`src/pmq_pkg.sv`:
```
// Shared types and status codes for the min priority queue.
`default_nettype none
package pmq_pkg;

    localparam int STATUS_BITS = 3;
    localparam int FIELD_BITS  = 32;
    localparam int WIDE_BITS   = 64;

    typedef logic [STATUS_BITS-1:0] status_t;

    localparam status_t ST_INSERTED  = 3'd0;
    localparam status_t ST_DUPLICATE = 3'd1;
    localparam status_t ST_FULL      = 3'd2;
    localparam status_t ST_REMOVED   = 3'd3;
    localparam status_t ST_EMPTY     = 3'd4;

    localparam logic MODE_INSERT = 1'b0;
    localparam logic MODE_DELETE = 1'b1;

    // Broadcast control from the sequencer to every cell.
    typedef struct packed {
        logic update;   // cells load their next contents this cycle
        logic mode;     // MODE_INSERT or MODE_DELETE
        logic hold;     // insert dropped (duplicate or full): no cell moves
    } ctl_t;

endpackage
`default_nettype wire

```
`src/pmq_cell.sv`:
```
// One cell of the sorted array: a valid flag plus one key/value pair.
`default_nettype none
module pmq_cell #(
    parameter int KEY_BITS = 32
) (
    input  wire logic                          clk,
    input  wire logic                          rst_n,
    input  wire pmq_pkg::ctl_t                 ctl,
    input  wire logic [KEY_BITS-1:0]           new_key,
    input  wire logic [pmq_pkg::FIELD_BITS-1:0] new_value,
    // left neighbor (smaller keys)
    input  wire logic                          left_valid,
    input  wire logic                          left_gt,
    input  wire logic [KEY_BITS-1:0]           left_key,
    input  wire logic [pmq_pkg::FIELD_BITS-1:0] left_value,
    // right neighbor (larger keys)
    input  wire logic                          right_valid,
    input  wire logic [KEY_BITS-1:0]           right_key,
    input  wire logic [pmq_pkg::FIELD_BITS-1:0] right_value,
    output logic                               valid,
    output logic                               gt,
    output logic                               eq,
    output logic [KEY_BITS-1:0]                key,
    output logic [pmq_pkg::FIELD_BITS-1:0]     value
);
    import pmq_pkg::*;

    logic                  valid_reg, valid_next;
    logic [KEY_BITS-1:0]   key_reg, key_next;
    logic [FIELD_BITS-1:0] value_reg, value_next;
    logic                  take;

    assign gt = valid_reg && (key_reg > new_key);
    assign eq = valid_reg && (key_reg == new_key);

    // Cell opens up for insert if it holds a larger key or is the first empty one.
    assign take = gt || (!valid_reg && left_valid);

    always_comb
    begin
        valid_next = valid_reg;
        key_next   = key_reg;
        value_next = value_reg;
        if (ctl.update)
        begin
            if (ctl.mode == MODE_DELETE)
            begin
                valid_next = right_valid;
                key_next   = right_key;
                value_next = right_value;
            end
            else if (!ctl.hold && take)
            begin
                valid_next = 1'b1;
                key_next   = left_gt ? left_key : new_key;
                value_next = left_gt ? left_value : new_value;
            end
        end
    end

    always_ff @(posedge clk or negedge rst_n)
    begin
        if (!rst_n)
        begin
            valid_reg <= 1'b0;
        end
        else
        begin
            valid_reg <= valid_next;
        end
    end

    always_ff @(posedge clk)
    begin
        key_reg   <= key_next;
        value_reg <= value_next;
    end

    assign valid = valid_reg;
    assign key   = key_reg;
    assign value = value_reg;

endmodule
`default_nettype wire

```
`config.mk`:
```
export PLATFORM = sky130hd
export DESIGN_NAME = pmq_cell
export DESIGN_NICKNAME = d
export VERILOG_FILES = /design/src/pmq_pkg.sv /design/src/pmq_cell.sv
export SDC_FILE = /design/constraint.sdc
export NUM_CORES = 1
export LEC_CHECK = 0
export ABC_AREA = 1
export BUFFER_PORTS_ARGS = -buffer_cell sky130_fd_sc_hd__clkbuf_2
export CELL_PAD_IN_SITES_DETAIL_PLACEMENT = 1
export CELL_PAD_IN_SITES_GLOBAL_PLACEMENT = 1
export CORE_MARGIN = 8
export CORE_UTILIZATION = 30
export CTS_BUF_LIST = sky130_fd_sc_hd__clkbuf_2
export DETAILED_ROUTE_END_ITERATION = 10
export MAX_ROUTING_LAYER = met4
export PLACE_DENSITY_LB_ADDON = 0.1
export SYNTH_ARGS = -nofsm -noshare
export SYNTH_HDL_FRONTEND = slang
export SYNTH_SLANG_ARGS = --single-unit
```
`constraint.sdc`:
```
create_clock -name clk -period 4.2 [get_ports clk]
set_input_delay 0 -clock clk [delete_from_list [all_inputs] [get_ports clk]]
set_output_delay 0 -clock clk [all_outputs]
set_load 0.03 [all_outputs]
```
==> results by group <==
Pwr
  – Pleak: between 3 and 4 nW
  – Switching Share: 31.8%
  – Switch Pwr: between 500 and 600 uW
  – Internal Pwr Total: 1.26 mW
  – Peak supply drop: between 0.1 and 0.15 mV
  – Reg power frac: roughly 43%
  – Clock power share: 23.5%
  – Comb power frac: around a third
  – PwrDens: ~260 nW/um^2

Synth
  – Synth cell types: 25
  – Synth warnings: 0
  – Yosys reg bits: 65
  – Mapped Nets: 711
  – Synthesized area: 4170 um^2
  – Syn avg cell area: between 8 and 9 um^2
  – Post-synthesis sequential area ratio: a little under half
  – Cell count after synthesis: 479

Timing
  – Worst hold slack: 0.344 ns
  – Max Freq: 335 MHz
  – Pins Over Slew Limit: 0
  – Slew Limit Headroom: between 20 and 30%
  – Final Hold Fails: 0
  – Slew @ Worst Pin: 1.08 ns
  – Final setup violation count: 0
  – Unrepaired setup endpoints after global routing: no
  – Final setup TNS: 0 ns
  – Min Tclk post-route: roughly 3.0 ns
  – Clock Skew: roughly 0.037 ns
  – Final worst slack: roughly 1.2 ns
  – Final period util: 71.1%

Global routing
  – Largest net degree at the start of global routing: 95
  – Vias in the first global route: 5640
  – First-pass GRT wire length: about 29000 um
  – Gr ovfl total: 0
  – Antenna violations before repair: 2
  – Total GRT Usage: about 21%

Clock network
  – Resized Gates After CTS: 0
  – Clock buffer depth: 2
  – Hold_buf cts: roughly 130
  – Htree depth: 3
  – Worst-Skew Late Latency: just over 0.5 ns
  – Setup Buffers After CTS: 0
  – Worst-path clk slew: 0.21 ns
  – Num CTS Buffers: 9
  – Clock Root Buffer: clkbuf_2
  – TritonCTS clock tree: done
  – # clock sinks: 65

Hold path
  – Worst Hold Class: in -> reg
  – Worst hold path depth: 4

Route
  – Via Count: roughly 5000
  – Total wire length: approximately 18000 um
  – Starting DRC count in detailed routing: 132
  – Avg WL per Cell: 17.0 um
  – DRC viols: 0
  – First-pass DRT Iterations: 4
  – Vias per cell: roughly 4.7
  – Antenna Nets Post-Route: 0

Worst setup path
  – CP Data Required Time: 4.58 ns
  – Crit Path Category: reg -> reg
  – CP Depth: 15
  – R2r endpoint: valid
  – Critical path buffers and inverters: 2
  – Maximum fanout along the worst path: 2
  – CP top delay family: buffers and inverters
  – Critical R2R Launch: key[27]
  – Crit start category: flop
  – Setup slack, reg-to-reg: around 1.2 ns
  – Crit path to: valid
  – Worst-path cell chain: ha_1, a21oi_1, o21ai_0, nand2_1, nand2_1, a21oi_1, nand2_1, nand2_1, nand2_1, nand2_1, nand2_2, nand3_1, dlygate4sd3_1, nand2_1, dlygate4sd3_1
  – WP data arrival: around 3.4 ns
  – CP endpoint kind: flop
  – Crit-path most repeated cell: nand2_1
  – Worst r2r path cells: 15
  – Max incr delay on CP: 0.55 ns
  – Worst path slowest cell: dlygate4sd3_1
  – Crit path from: key[27]

Run status
  – Status: finished clean

Job
  – Max cap viols: 0

Placement
  – GPL Wtd Cong: about 0.77
  – Place WS: 1.33 ns
  – DP Wirelength: ~13000 um
  – Placed cells: between 900 and 1000
  – Count of input and output buffers: 266

Floorplanning
  – Ports: between 200 and 300
  – Die Wd: between 100 and 150 um
  – Core area: ~14000 um^2
  – Num rows: between 40 and 50
  – Die area: 17900 um^2
  – Starting Density: between 30% and 40%
  – Height of the die: about 130 um

Layout
  – Fill cells: between 1500 and 2000
  – Nets: between 1000 and 1500
  – Fin cells: approximately 1100
  – P&R area growth vs syn: 70.4%
  – Share of cells above drive strength 1: around 34%
==> metrics by stage <==
stage          total power, mW  util, %  area [um^2]
3_5_place_dp              1.30     41.1         5640
2_1_floorplan             1.10        -         4170
3_3_place_gp              1.29     41.1         5640
6_report                  1.85     51.8         7110
5_1_grt                   1.97     51.8         7110
4_1_cts                   1.87     51.8         7100
==> power groups by stage <==
stage	clock network, mW	logic [mW]	registers [mW]
after CTS	0.452	0.622	0.795
final	0.436	0.622	0.794
after floorplan	0	0.198	0.899
after global routing	0.481	0.687	0.801
after detailed placement	0	0.493	0.809
after global placement	0	0.483	0.806
==> cells in the final DEF (no fill, tap or decap), drive strengths merged <==
cell type / n
clkbuf: 275
dlygate4sd3: 133
nand2: 109
a21oi: 84
edfxtp: 64
nor2: 46
inv: 45
ha: 32
o21a: 30
o211ai: 29
clkinv: 4
buf: 4
nand3: 3
diode: 2
nand4: 2
o21ai: 2
bufinv: 2
nor3: 1
nor2b: 1
a21o: 1
or2: 1
clkinvlp: 1
dfrtp: 1
==> tightest hold or removal path, stage by stage <==
cell and delay [ns]:
clkbuf_2 0.08, nor2_1 0.03, a21oi_1 0.10, dlygate4sd3_1 0.55
==> layout make-up <==
type | instances | area [um^2] | share of cell area (%)
flip-flops and latches | 65 | 1950 | 27.4
repair buffers | 402 | 2700 | 38.0
multi-input cells | 341 | 1930 | 27.1
clock inverters | 6 | 82.6 | 1.16
well taps | 180 | 225 | 3.17
clock buffers | 10 | 50.0 | 0.704
inverters | 46 | 173 | 2.43
diodes | 2 | 5.00 | 0.0704
==> cell usage after synthesis <==
library cell	count	area (um^2)
or2_2	1	6.26
buf_6	1	11.3
nor2_2	1	6.26
nand2_2	2	12.5
inv_1	43	161
nand3_2	1	10.0
ha_1	32	400
a21oi_1	84	420
nor2_1	45	169
nor2b_2	1	8.76
buf_2	12	60.1
buf_1	4	15.0
dfrtp_1	1	25.0
nand4_1	2	12.5
a21o_1	1	7.51
o211ai_1	29	218
inv_2	2	7.51
o21ai_0	2	10.0
nor3_2	1	10.0
nand2_1	107	402
clkbuf_1	10	37.5
edfxtp_1	64	1920
o21a_1	30	225
nand3_1	2	10.0
clkinv_1	1	3.75
==> layer usage <==
metal	GRT usage, %	share of wire, %
met5	-	0
met1	22.2	40
met3	6.66	7.8
met2	35.1	50
met4	6.92	2.2
==> worst min-delay path by stage <==
stage / startpoint / endpoint
2_1_floorplan: rst_n / valid
3_3_place_gp: rst_n / valid
3_5_place_dp: rst_n / valid
4_1_cts: rst_n / valid
5_1_grt: new_value[9] / value[9]
6_report: right_key[30] / key[30]
==> cell families (layout without fill, tap and decap cells) <==
kind of cell | after synthesis | count (layout) | synth area share, %
other | 0 | 2 | 0
AND/OR/NAND/NOR | 163 | 163 | 15.5
flip-flops | 65 | 65 | 46.7
AO/OA/AOI/OAI | 146 | 146 | 21.1
adder cells (fa/ha/maj) | 32 | 32 | 9.60
buffers and inverters | 73 | 464 | 7.11
No activity file was read; power rests on OpenSTA's default activity.
